[src/rtl/core/gqi_mul.sv]
// shared signed multiplier with registered product
`timescale 1ns / 1ps

module gqi_mul (
    input  logic               clk,
    input  logic signed [32:0] a,
    input  logic signed [32:0] b,
    output logic signed [65:0] p
);

    logic signed [65:0] p_reg;

    always_ff @(posedge clk)
    begin
        p_reg <= 66'(a) * 66'(b);
    end

    assign p = p_reg;

endmodule

[config.mk]
export PLATFORM = sky130hd
export DESIGN_NAME = gqi_mul
export DESIGN_NICKNAME = d
export VERILOG_FILES = /design/src/rtl/core/gqi_mul.sv
export SDC_FILE = /design/constraint.sdc
export NUM_CORES = 2
export LEC_CHECK = 0
export BUFFER_PORTS_ARGS = -buffer_cell sky130_fd_sc_hd__buf_4
export CORE_UTILIZATION = 30
export CTS_CLUSTER_SIZE = 12
export DETAILED_ROUTE_END_ITERATION = 10
export SLEW_MARGIN = 25
export SYNTH_ARGS = -nofsm -noshare
export SYNTH_HDL_FRONTEND = slang
export SYNTH_SLANG_ARGS = --single-unit
[constraint.sdc]
create_clock -name clk -period 23.7 [get_ports clk]
set_clock_uncertainty 0.15 [all_clocks]
set_input_delay 2.37 -clock clk [delete_from_list [all_inputs] [get_ports clk]]
set_output_delay 2.37 -clock clk [all_outputs]
set_load 0.02 [all_outputs]
==> results_dict.tcl <==
set metrics [dict create \
    gr-usage-met3 0.03567 \
    dp_cells 6021 \
    slowest_stage "a22oi_1" \
    largest_reg_flops 66 \
    path_clk_slew_ns 0.06 \
    cpPeakStageDelay_ns 0.65 \
    tightest_slew_ns 0.9686 \
    synthCells 4338 \
    synth.distinct_cells 80 \
    synth.net_count 5767 \
    ys_seq_area_frac 0.03244 \
    drv_cap 0 \
    slew_viol_final 0 \
    die_h_um 370.5 \
    crit_cells 25 \
    yosys.area_share.adder 0.6294 \
    finalSetupViolations 0 \
    wl_per_cell_um 18.31 \
    synth_top_family_by_area "adder cells" \
    cts_resized 0 \
    io_pins 133 \
    yosys_most_used_dff "dfxtp_1" \
    clock_path_buffers 2 \
    grt_pass1_vias 30840 \
    fin_cells 6038 \
    finalHoldViolCount 0 \
    grt_max_degree 34 \
    antenna_found_initial 9 \
    start_util 0.3037 \
    met2_usage 0.2890 \
    multi_input_area_um2 34330 \
    synth_xor_area_frac 0.01462 \
    drt_first_iter_violations 1587 \
    grt_util_met1 0.2190 \
    yosys_warnings 0 \
    synth_mux_area_frac 0 \
    ctsHoldBuffers 0 \
    via_count 28110 \
    grt_pass1_wl_mm 178.8 \
    cp_data_required_time_ns 23.84 \
    row_count 134 \
    post-route-drc-count 0 \
    critPathMaxFanout 33 \
    grtUsageTotal 0.1697 \
    status "completed" \
    n_fill_cell 13900 \
    clk_root_buffer_cell "clkbuf_16" \
    synth_area_per_cell_um2 9.390 \
    wirelength_mm 110.6 \
    cp-startpoint "a[31]" \
    timing.hold.ws_ns 2.262 \
    fin_setup_tns_ns 0 \
    syn_area_um2 40730 \
    ys_ff_latch 66 \
    syn_to_final_growth_pct 6.512 \
    overflow 0 \
    maxSlewHeadroom 0.3474 \
    dieArea_um2 137300 \
    coreArea_um2 134100 \
    grt_setup_unrepaired "no" \
    crit_type "in2reg" \
    synth-compound-area-share 0.04067 \
    clock_sinks 66 \
    regArea_um2 1321 \
    critical_path_arrival_ns 10.59 \
    grt_most_used_layer "met2" \
    synth-async-reset-ratio 0 \
    critPathCapture "p[58]" \
    period_needed_ns 10.46 \
    synth-edff-count 0 \
    h-tree-depth 3 \
    final_cell_mix "fa_1 (1,144), inv_1 (1,131), and2_1 (562), nand2_1 (551), ha_1 (217)" \
    layout_commonest_cell "fa_1" \
    drive_gt1_frac 0.04405 \
    ant_nets 0 \
    place_congestion 0.9964 \
    worstHoldStart "b[0]" \
    cp_num_buf_inv 7 \
    post_cts_buffers 0 \
    io_buffers 132 \
    fmax_mhz 95.64 \
    via_per_inst 4.656 \
    crit_path_end_kind "flip-flop" \
    cts_tree "built" \
    cp_top_family "adder cells" \
    die-width_um 370.5 \
    final_net_count 5693 \
    cp-start-kind "primary input" \
    post-route-period-util 0.4412 \
    cp_common_cell "fa_1" \
    dr.pass1.iters 6 \
    numCtsBuffers 9 \
    hold_class "in2reg" \
    dp_hpwl_mm 90.76 \
    synth_simple_gate_area_frac 0.1578 \
]
[layer usage]
| metal | up-vias | routed length (µm) |
|---|---|---|
| li1 | 12170 | - |
| met1 | 15000 | 45390 |
| met2 | 790 | 55240 |
| met3 | 147 | 7335 |
| met4 | 8 | 2554 |
| met5 | - | 48 |
[cell usage after synthesis, types with 3 or more instances]
library cell | n | area, µm²
fa_1 | 1145 | 22920
inv_1 | 1131 | 4245
and2_1 | 562 | 3516
nand2_1 | 551 | 2068
ha_1 | 217 | 2715
clkbuf_1 | 208 | 780.8
nor2_1 | 68 | 255.2
dfxtp_1 | 66 | 1321
a21oi_1 | 57 | 285.3
xnor2_1 | 43 | 376.6
a21o_1 | 36 | 270.3
nand3_1 | 25 | 125.1
o21ai_0 | 25 | 125.1
xor2_1 | 25 | 219.0
nand2b_1 | 12 | 75.07
buf_2 | 11 | 55.05
nand4_1 | 11 | 68.82
o21bai_1 | 11 | 82.58
a31oi_1 | 8 | 50.05
a211oi_1 | 7 | 52.55
nor3_1 | 7 | 35.03
a211o_1 | 6 | 52.55
o21a_1 | 6 | 45.04
o21ai_1 | 6 | 30.03
and3_1 | 5 | 31.28
and4_1 | 5 | 43.79
nor2b_1 | 5 | 31.28
o211ai_1 | 4 | 30.03
a211oi_2 | 3 | 37.54
a21oi_2 | 3 | 26.28
o31ai_4 | 3 | 63.81
or2_2 | 3 | 18.77
or3_1 | 3 | 18.77
[logic make-up after synthesis]
group                    count (synthesis)
buffers and inverters                 1352
adder cells (fa/ha/maj)               1362
XOR/XNOR                                68
AND/OR/NAND/NOR                       1271
flip-flops                              66
AO/OA/AOI/OAI                          219
[per-stage QoR]
| stage | cell area, µm² | util | setup WS [ns] |
|---|---|---|---|
| after floorplan | 40730 | - | 13.94 |
| after global placement | 43120 | 0.3215 | 12.28 |
| after detailed placement | 43120 | 0.3215 | 13.01 |
| after CTS | 43380 | 0.3234 | 13.48 |
| after global routing | 43390 | 0.3235 | 12.91 |
| final | 43390 | 0.3235 | 13.24 |
[worst min-delay path by stage]
stage / to / slack, ns / depth (start not counted)
floorplan: p[0] / 2.35 / 1
finish: p[0] / 2.26 / 2
global route: p[0] / 2.26 / 2
CTS: p[0] / 2.22 / 2
detailed placement: p[5] / 2.63 / 1
global placement: p[18] / 2.63 / 1
[final cells by class]
class / count / share of cell area
repair buffers: 136 / 0.02353
well taps: 1768 / 0.05099
clock buffers: 12 / 0.005450
diodes: 2 / 0.0001154
clock inverters: 3 / 0.0004037
flip-flops and latches: 66 / 0.03045
inverters: 1131 / 0.09785
multi-input cells: 2920 / 0.7912
Power is left out: the tool's default activity adds up to more than one toggle a clock period on the data nets, which glitch-free logic cannot reach.
