`config.mk`:
```
export PLATFORM = sky130hd
export DESIGN_NAME = gqi_dsu
export DESIGN_NICKNAME = d
export VERILOG_FILES = /design/src/rtl/core/gqi_pkg.sv /design/src/rtl/core/gqi_dsu.sv
export SDC_FILE = /design/constraint.sdc
export NUM_CORES = 1
export LEC_CHECK = 0
export BUFFER_PORTS_ARGS = -buffer_cell sky130_fd_sc_hd__buf_2
export CORE_AREA = 2 2 172 174
export DETAILED_ROUTE_END_ITERATION = 8
export DIE_AREA = 0 0 174 176
export HOLD_SLACK_MARGIN = 0.1
export PLACE_DENSITY = 0.68
export SYNTH_ARGS = -nofsm -noshare
export SYNTH_HDL_FRONTEND = slang
export SYNTH_SLANG_ARGS = --single-unit
export TNS_END_PERCENT = 5
```
`constraint.sdc`:
```
create_clock -name clk -period 4.2 [get_ports clk]
set_input_delay 0.63 -clock clk [delete_from_list [all_inputs] [get_ports clk]]
set_output_delay 0.63 -clock clk [all_outputs]
set_load 0.05 [all_outputs]
```
`src/rtl/core/gqi_pkg.sv`:
```
// shared types, constants and rounding helpers for the gyro quaternion integrator
`timescale 1ns / 1ps

package gqi_pkg;

    // quaternion word: Q2.30
    localparam int QW      = 32;
    localparam int QFRAC   = QW - 2;
    localparam int W_SHIFT = 48 - QFRAC;   // rate * step is Q.48
    localparam int D_SHIFT = QFRAC + 1;    // raw update is Q.(2F+1)

    localparam logic signed [QW-1:0] QONE = QW'(64'd1 << QFRAC);
    localparam logic signed [QW-1:0] QLIM = QW'((64'd1 << (QW - 1)) - 64'd1);

    localparam logic [31:0] STEP_RESET = 32'd42949673;

    typedef struct packed {
        logic signed [31:0] rate_x;
        logic signed [31:0] rate_y;
        logic signed [31:0] rate_z;
        logic [47:0]        sample_time;
        logic [47:0]        window_start;
        logic [47:0]        window_end;
    } gqi_in_t;

    typedef struct packed {
        logic signed [QW-1:0] quat_w;
        logic signed [QW-1:0] quat_x;
        logic signed [QW-1:0] quat_y;
        logic signed [QW-1:0] quat_z;
        logic                 applied;
    } gqi_out_t;

    // control into the divide / root unit
    typedef struct packed {
        logic start;
        logic div;
    } dsu_ctl_t;

    // one product term of q (x) (0, w)
    typedef struct packed {
        logic [1:0] qi;
        logic [1:0] wi;
        logic [1:0] tgt;
        logic       neg;
    } qop_t;

    function automatic qop_t qop(input logic [3:0] idx);
        qop_t r;
        r = '0;
        unique case (idx)
            4'd0:    r = '{qi: 2'd1, wi: 2'd0, tgt: 2'd0, neg: 1'b1};
            4'd1:    r = '{qi: 2'd2, wi: 2'd1, tgt: 2'd0, neg: 1'b1};
            4'd2:    r = '{qi: 2'd3, wi: 2'd2, tgt: 2'd0, neg: 1'b1};
            4'd3:    r = '{qi: 2'd0, wi: 2'd0, tgt: 2'd1, neg: 1'b0};
            4'd4:    r = '{qi: 2'd3, wi: 2'd1, tgt: 2'd1, neg: 1'b1};
            4'd5:    r = '{qi: 2'd2, wi: 2'd2, tgt: 2'd1, neg: 1'b0};
            4'd6:    r = '{qi: 2'd3, wi: 2'd0, tgt: 2'd2, neg: 1'b0};
            4'd7:    r = '{qi: 2'd0, wi: 2'd1, tgt: 2'd2, neg: 1'b0};
            4'd8:    r = '{qi: 2'd1, wi: 2'd2, tgt: 2'd2, neg: 1'b1};
            4'd9:    r = '{qi: 2'd1, wi: 2'd1, tgt: 2'd3, neg: 1'b0};
            4'd10:   r = '{qi: 2'd0, wi: 2'd2, tgt: 2'd3, neg: 1'b0};
            4'd11:   r = '{qi: 2'd2, wi: 2'd0, tgt: 2'd3, neg: 1'b1};
            default: r = '0;
        endcase
        return r;
    endfunction

    // shift right rounding half away from zero, then symmetric saturation
    function automatic logic signed [QW-1:0] rnd_sat(input logic signed [65:0] v,
                                                      input int unsigned sh);
        logic [65:0] m;
        logic [65:0] r;
        m = v[65] ? 66'(-v) : 66'(v);
        r = (m + (66'd1 << (sh - 1))) >> sh;
        if (r > 66'(QLIM)) r = 66'(QLIM);
        return v[65] ? -(QW'(r)) : QW'(r);
    endfunction

endpackage

```
`src/rtl/core/gqi_dsu.sv`:
```
// bit-serial unit for integer square root and fractional divide
`timescale 1ns / 1ps

module gqi_dsu (
    input  logic              clk,
    input  logic              rst_n,
    input  gqi_pkg::dsu_ctl_t ctl,
    input  logic [63:0]       opa,
    input  logic [31:0]       den,
    output logic              done,
    output logic [31:0]       result
);

    logic        busy_reg;
    logic        div_reg;
    logic        done_reg;
    logic [5:0]  cnt_reg;
    logic [33:0] rem_reg;
    logic [31:0] root_reg;
    logic [63:0] x_reg;
    logic [31:0] den_reg;
    logic        ovf_reg;

    logic [34:0] cand;
    logic [34:0] trial;
    logic        ge;

    // shared compare / subtract
    always_comb
    begin
        if (div_reg)
        begin
            cand  = {2'b00, rem_reg[31:0], x_reg[63]};
            trial = {3'b000, den_reg};
        end
        else
        begin
            // root remainder runs up to twice the partial root
            cand  = {rem_reg[32:0], x_reg[63:62]};
            trial = {1'b0, root_reg, 2'b01};
        end
        ge = (cand >= trial);
    end

    always_ff @(posedge clk or negedge rst_n)
    begin
        if (!rst_n)
        begin
            busy_reg <= 1'b0;
            done_reg <= 1'b0;
            cnt_reg  <= '0;
        end
        else
        begin
            done_reg <= 1'b0;
            if (ctl.start && !busy_reg)
            begin
                busy_reg <= 1'b1;
                cnt_reg  <= ctl.div ? 6'd31 : 6'd32;
            end
            else if (busy_reg)
            begin
                cnt_reg <= cnt_reg - 6'd1;
                if (cnt_reg == 6'd1)
                begin
                    busy_reg <= 1'b0;
                    done_reg <= 1'b1;
                end
            end
        end
    end

    always_ff @(posedge clk)
    begin
        if (ctl.start && !busy_reg)
        begin
            div_reg  <= ctl.div;
            den_reg  <= den;
            root_reg <= '0;
            if (ctl.div)
            begin
                // upper part at or above the divisor: quotient at or above 2^31
                rem_reg <= {3'b000, opa[61:31]};
                x_reg   <= {opa[30:0], 33'd0};
                ovf_reg <= (opa[63:31] >= {1'b0, den});
            end
            else
            begin
                rem_reg <= '0;
                x_reg   <= opa;
                ovf_reg <= 1'b0;
            end
        end
        else if (busy_reg)
        begin
            rem_reg  <= 34'(ge ? (cand - trial) : cand);
            root_reg <= {root_reg[30:0], ge};
            x_reg    <= div_reg ? {x_reg[62:0], 1'b0} : {x_reg[61:0], 2'b00};
        end
    end

    assign done   = done_reg;
    assign result = ovf_reg ? '1 : root_reg;

endmodule
```
==> impl_metrics.py, run 1 <==
metrics = {
    "clock_network": {
        "clock_sinks": 171,
        "cts_tree": "built",
        "numCtsBuffers": 17,
        "ctsRootBufferMaster": "clkbuf_16",
        "htree_levels": 4,
        "clk_pin_slew_ps": 70,
        "clock_latency_ps": 430,
        "clock_path_buffers": 2,
    },
    "worst_setup_path": {
        "cp-start-kind": "flop",
        "r2r_setup_slack_ps": 190,
        "path_buf_inv": 3,
        "endpoint_kind": "flop",
        "cpPeakStageDelay_ps": 540,
        "slowest_stage": "or4_1",
        "setup.worst_path.class": "flop to flop",
        "r2r-start": "div_reg",
        "crit_chain": "buf_12 -> mux2_2 -> ha_1 -> nand3_1 -> or3_1 -> or4_1 -> a21oi_1 -> a2111oi_2 -> o41ai_4 -> buf_4 -> buf_12 -> mux2_2 -> o21ai_1",
        "path_max_fanout": 34,
        "startpoint": "div_reg",
        "required_ps": 4480,
        "cp_top_family": "simple AND/OR/NAND/NOR gates",
        "critPathArrivalTime_ps": 4290,
    },
    "finish": {
        "fin_nets": 1466,
        "final.fill_count": 2827,
        "areaGrowthSynthToFinish_pct": 15.6,
        "largest_reg_flops": 64,
        "fin_cells": 1694,
        "diodes": 0,
        "fin_area_um2": 13100,
        "mostFrequentLayoutCells": "buf_2, edfxtp_1, nand2_1",
        "final_common_cell": "buf_2",
        "drive_above_1_share_pct": 20.8,
    },
    "timing": {
        "drv_slew": 0,
        "setup_viol": 0,
        "timing.final.crit_share_pct": 95.4,
        "hold_violations": 0,
        "clock_skew_ps": 14.3,
        "setup_slack_ps": 194,
        "rsz0062_at_grt": "no",
        "worstMarginPinSlew_ps": 1010,
        "max_freq_mhz": 250,
        "finalSetupTns_ps": 0,
        "period_needed_ps": 4010,
        "max_slew_margin_pct": 32.4,
    },
    "worst_hold_path": {
        "hp-class": "primary input to flop",
        "hp-start": "den[6]",
    },
    "synth": {
        "synth-edff-count": 131,
        "synth.area.top_cells": "edfxtp_1, mux2i_1, ha_1",
        "ys_seq_elements": 171,
        "synth_seq_area_share_pct": 42.0,
        "syn_area_per_cell_um2": 9.59,
        "synth_cells": 1185,
        "syn_nets": 1354,
        "synth_top_area_share_pct": 34.6,
        "synth_area_um2": 11400,
        "synth_top_area_cell": "edfxtp_1",
        "ys_warn_count": 0,
        "synth_ff_type": "edfxtp_1",
        "synth.distinct_cells": 56,
        "async_reset_ff_share_pct": 4.68,
    },
    "die": {
        "die_area_um2": 30600,
        "initial_core_util_pct": 39.8,
        "row_count": 62,
        "die_width_um": 174,
        "fp.dieH_um": 176,
        "num_io_pins": 133,
        "core_area_um2": 28500,
    },
    "global_route": {
        "grt_pass1_vias": 9042,
        "antenna_found_initial": 0,
        "overflow": 0,
        "grt_pass1_wl_um": 49100,
        "groute.usage.overall_pct": 20.1,
        "grt_max_degree": 79,
    },
    "drt": {
        "route.vias.total": 9334,
        "route.detailed.drc": 0,
        "routed_wl_um": 31000,
        "drtIter0Drc": 738,
        "routed_via_density": 5.51,
        "dr.pass1.iters": 5,
        "ant_nets": 0,
        "drt-wirelength-per-cell_um": 18.3,
    },
    "power": {
        "vdd_drop_max_mv": 0.413,
        "p_total_uw": 10200,
        "powerDensity_nw_per_um2": 777,
        "cellLeakagePower_uw": 0.00561,
    },
    "placed_design": {
        "placedCellCount": 1656,
        "pre_cts_ws_ps": 206,
        "io_buffer_count": 132,
        "placed_cell_area_um2": 12500,
        "gp_congestion": 0.913,
        "place_hpwl_um": 22700,
    },
    "job": {
        "maxCapViolCount": 0,
    },
    "outcome": {
        "status": "completed",
    },
}
## metal layers
| metal | share of wire [%] | routed length, µm | GRT usage [%] | vias up |
|---|---|---|---|---|
| li1 | - | - | - | 4580 |
| met1 | 47 | 14700 | 28.9 | 4437 |
| met4 | 2.1 | 648 | 5.74 | 0 |
| met5 | 0 | 0 | 0 | - |
| met2 | 44 | 13800 | 31.1 | 280 |
| met3 | 6.0 | 1850 | 3.53 | 37 |
## power breakdown
part / internal (µW) / switching [µW] / total (µW) / leakage [µW]
clock network: 832 / 728 / 1560 / 0.000272
logic: 2340 / 3070 / 5410 / 0.00358
registers: 2750 / 479 / 3230 / 0.00176
total: 5930 / 4280 / 10200 / 0.00561
## cell usage after synthesis (14+ instances only)
cell type	number
nand4_1	14
nor2_1	28
or2_2	36
a21oi_1	100
nor2b_1	41
nand3_1	56
inv_1	44
xnor2_1	18
a21o_1	22
a211oi_1	36
dfxtp_1	32
ha_1	68
clkbuf_1	55
mux2_2	33
mux2i_1	105
edfxtp_1	131
o21ai_0	114
nand2_1	116
## cell families (layout without fill, tap and decap cells)
group / after synthesis / in the layout / synth area share (%)
adder cells (fa/ha/maj): 69 / 69 / 7.67
multiplexers: 138 / 138 / 12.5
AO/OA/AOI/OAI: 334 / 334 / 17.4
AND/OR/NAND/NOR: 321 / 321 / 13.9
buffers and inverters: 123 / 248 / 4.25
XOR/XNOR: 29 / 29 / 2.24
flip-flops: 171 / 171 / 42.0
## per-stage QoR
step,util (%),hold slack (ps)
floorplan,-,334
global placement,43.8,476
CTS,45.8,374
detailed placement,43.8,481
global route,46.0,367
finish,46.0,384
## final timing paths
check / to / cells past startpoint
setup reg to reg: rem_reg[0] / 13
min in group asynchronous: cnt_reg[3] / 2
setup / recovery: rem_reg[0] / 13
max in group asynchronous: busy_reg / 2
hold reg to reg: root_reg[31] / 2
hold / removal: den_reg[6] / 1
## worst reg2reg max path, cell delays in order, from the launching register on
cell	delay, ps
edfxtp_1	480
buf_12	230
mux2_2	380
ha_1	430
nand3_1	210
or3_1	370
or4_1	540
a21oi_1	210
a2111oi_2	100
o41ai_4	70
buf_4	190
buf_12	190
mux2_2	360
o21ai_1	100
## final cells by class
class,instances,area (µm²),share of cell area (%)
multi-input combinational,891,6110,46.5
sequential,171,4770,36.3
clock inverter,14,140,1.07
tap,384,480,3.66
inverter,47,183,1.39
timing repair buffer,169,1020,7.77
clock buffer,18,429,3.27
## timing repair
action,in CTS,in global routing
resized for setup,0,2
endpoints found under the setup margin,0,21
hold endpoints to repair,8,0
hold buffers,1,0
buffers inserted,0,4
Power figures use the tool's default switching activity.
==> run 2, diff against run 1 <==
--- a/config.mk
+++ b/config.mk
@@ -10,7 +10,7 @@
 export DETAILED_ROUTE_END_ITERATION = 8
 export DIE_AREA = 0 0 174 176
 export HOLD_SLACK_MARGIN = 0.1
-export PLACE_DENSITY = 0.68
+export PLACE_DENSITY = 0.71
 export SYNTH_ARGS = -nofsm -noshare
 export SYNTH_HDL_FRONTEND = slang
 export SYNTH_SLANG_ARGS = --single-unit
==> impl_metrics.py, run 2 (same netlist as run 1, synthesis figures left out) <==
metrics = {
    "die": {
        "row_count": 62,
        "num_io_pins": 133,
        "initial_core_util_pct": 39.8,
        "die_area_um2": 30600,
        "fp.dieH_um": 176,
        "core_area_um2": 28500,
        "die_width_um": 174,
    },
    "drt": {
        "ant_nets": 0,
        "dr.pass1.iters": 5,
        "drt-wirelength-per-cell_um": 18.3,
        "routed_wl_um": 31200,
        "route.vias.total": 9469,
        "drtIter0Drc": 881,
        "routed_via_density": 5.54,
        "route.detailed.drc": 0,
    },
    "worst_hold_path": {
        "hp-start": "den[26]",
        "hp-class": "primary input to flop",
        "min_path_cells": 1,
        "min_delay_worst_endpoint": "den_reg[26]",
    },
    "worst_setup_path": {
        "endpoint_kind": "flop",
        "cp-start-kind": "flop",
        "reg2reg_depth": 13,
        "setup.worst_path.class": "flop to flop",
        "r2r_setup_slack_ps": 200,
        "r2r-start": "div_reg",
        "reg2reg_to": "rem_reg[3]",
        "path_max_fanout": 19,
        "critPathArrivalTime_ps": 4150,
        "required_ps": 4360,
    },
    "timing": {
        "timing.final.crit_share_pct": 95.2,
        "period_needed_ps": 4000,
        "max_freq_mhz": 250,
        "hold_violations": 0,
        "max_slew_margin_pct": 34.8,
        "clock_skew_ps": 11.1,
        "rsz0062_at_grt": "no",
        "setup_viol": 0,
        "finalSetupTns_ps": 0,
        "drv_slew": 0,
        "worstMarginPinSlew_ps": 978,
    },
    "clock_network": {
        "cts_tree": "built",
        "clock_path_buffers": 2,
        "ctsRootBufferMaster": "clkbuf_16",
        "clock_latency_ps": 440,
        "htree_levels": 4,
        "clock_sinks": 171,
        "numCtsBuffers": 17,
        "clk_pin_slew_ps": 70,
    },
    "placed_design": {
        "io_buffer_count": 132,
        "gp_congestion": 0.905,
        "place_hpwl_um": 23000,
    },
    "global_route": {
        "grt_pass1_wl_um": 49700,
        "antenna_found_initial": 0,
        "overflow": 0,
        "groute.usage.overall_pct": 20.4,
        "grt_max_degree": 102,
        "grt_pass1_vias": 9090,
    },
    "power": {
        "powerDensity_nw_per_um2": 787,
        "cellLeakagePower_uw": 0.00567,
        "p_total_uw": 10400,
        "vdd_drop_max_mv": 0.313,
    },
    "job": {
        "maxCapViolCount": 0,
    },
    "finish": {
        "diodes": 0,
        "areaGrowthSynthToFinish_pct": 16.4,
        "final_common_cell": "buf_2",
        "largest_reg_flops": 64,
        "drive_above_1_share_pct": 21.6,
        "mostFrequentLayoutCells": "buf_2, edfxtp_1, nand2_1",
        "fin_nets": 1480,
    },
    "outcome": {
        "status": "completed",
    },
}
## run 2: repair_timing
action	CTS	global route
hold buffers	1	0
endpoints found under the hold margin	8	0
buffers inserted	0	4
resized for setup	0	0
endpoints found under the setup margin	0	27
## run 2: how the worst max path moves through the flow
stage / startpoint / to / slack, ps / cells after the start
6_report: div_reg / rem_reg[3] / 200 / 13
5_1_grt: div_reg / rem_reg[3] / 40 / 13
4_1_cts: div_reg / rem_reg[3] / 70 / 12
3_5_place_dp: div_reg / rem_reg[3] / 80 / 12
3_3_place_gp: div_reg / rem_reg[21] / 230 / 12
2_1_floorplan: div_reg / rem_reg[14] / 3 / 16
## run 2: through the flow
stage | hold slack (ps) | cell area (µm²) | utilization, % | setup slack, ps | std cells
detailed placement | 491 | 12600 | 44.1 | 78.8 | 1671
finish | 380 | 13200 | 46.3 | 201 | 1708
floorplan | 334 | 11400 | - | 3.41 | 1185
global placement | 485 | 12600 | 44.1 | 228 | 1671
global route | 368 | 13200 | 46.3 | 43.2 | 1708
CTS | 368 | 13200 | 46.2 | 70.1 | 1704
## run 2: metal layers
metal | global-route usage, % | part of all wire [%] | up-vias
met1 | 29.6 | 48 | 4553
met2 | 31.7 | 45 | 280
met5 | 0 | 0 | -
li1 | - | - | 4603
met3 | 3.14 | 6.1 | 33
met4 | 5.22 | 1.5 | 0
## run 2: report_power, final
group,internal (µW),leakage [µW],switching (µW)
Clock,890,0.000278,723
Combinational,2450,0.00363,3090
Sequential,2750,0.00176,498
Total,6090,0.00567,4310
## run 2: final cells by class
cell class	count	area [µm²]
fill	2812	15300
multi-input combinational	891	6100
sequential	171	4770
timing repair buffer	183	1100
tap	384	480
clock buffer	18	429
inverter	47	183
clock inverter	14	159
## run 2: worst max-delay path: stages, from the launching register on
cell and delay [ps]:
edfxtp_1 400, buf_4 300, mux2_2 380, ha_1 430, nand4_1 170, or3_1 440, or4_1 540, a21oi_1 180
a2111oi_1 110, o41ai_4 80, buf_4 220, buf_12 150, mux2i_1 210, a21oi_1 100
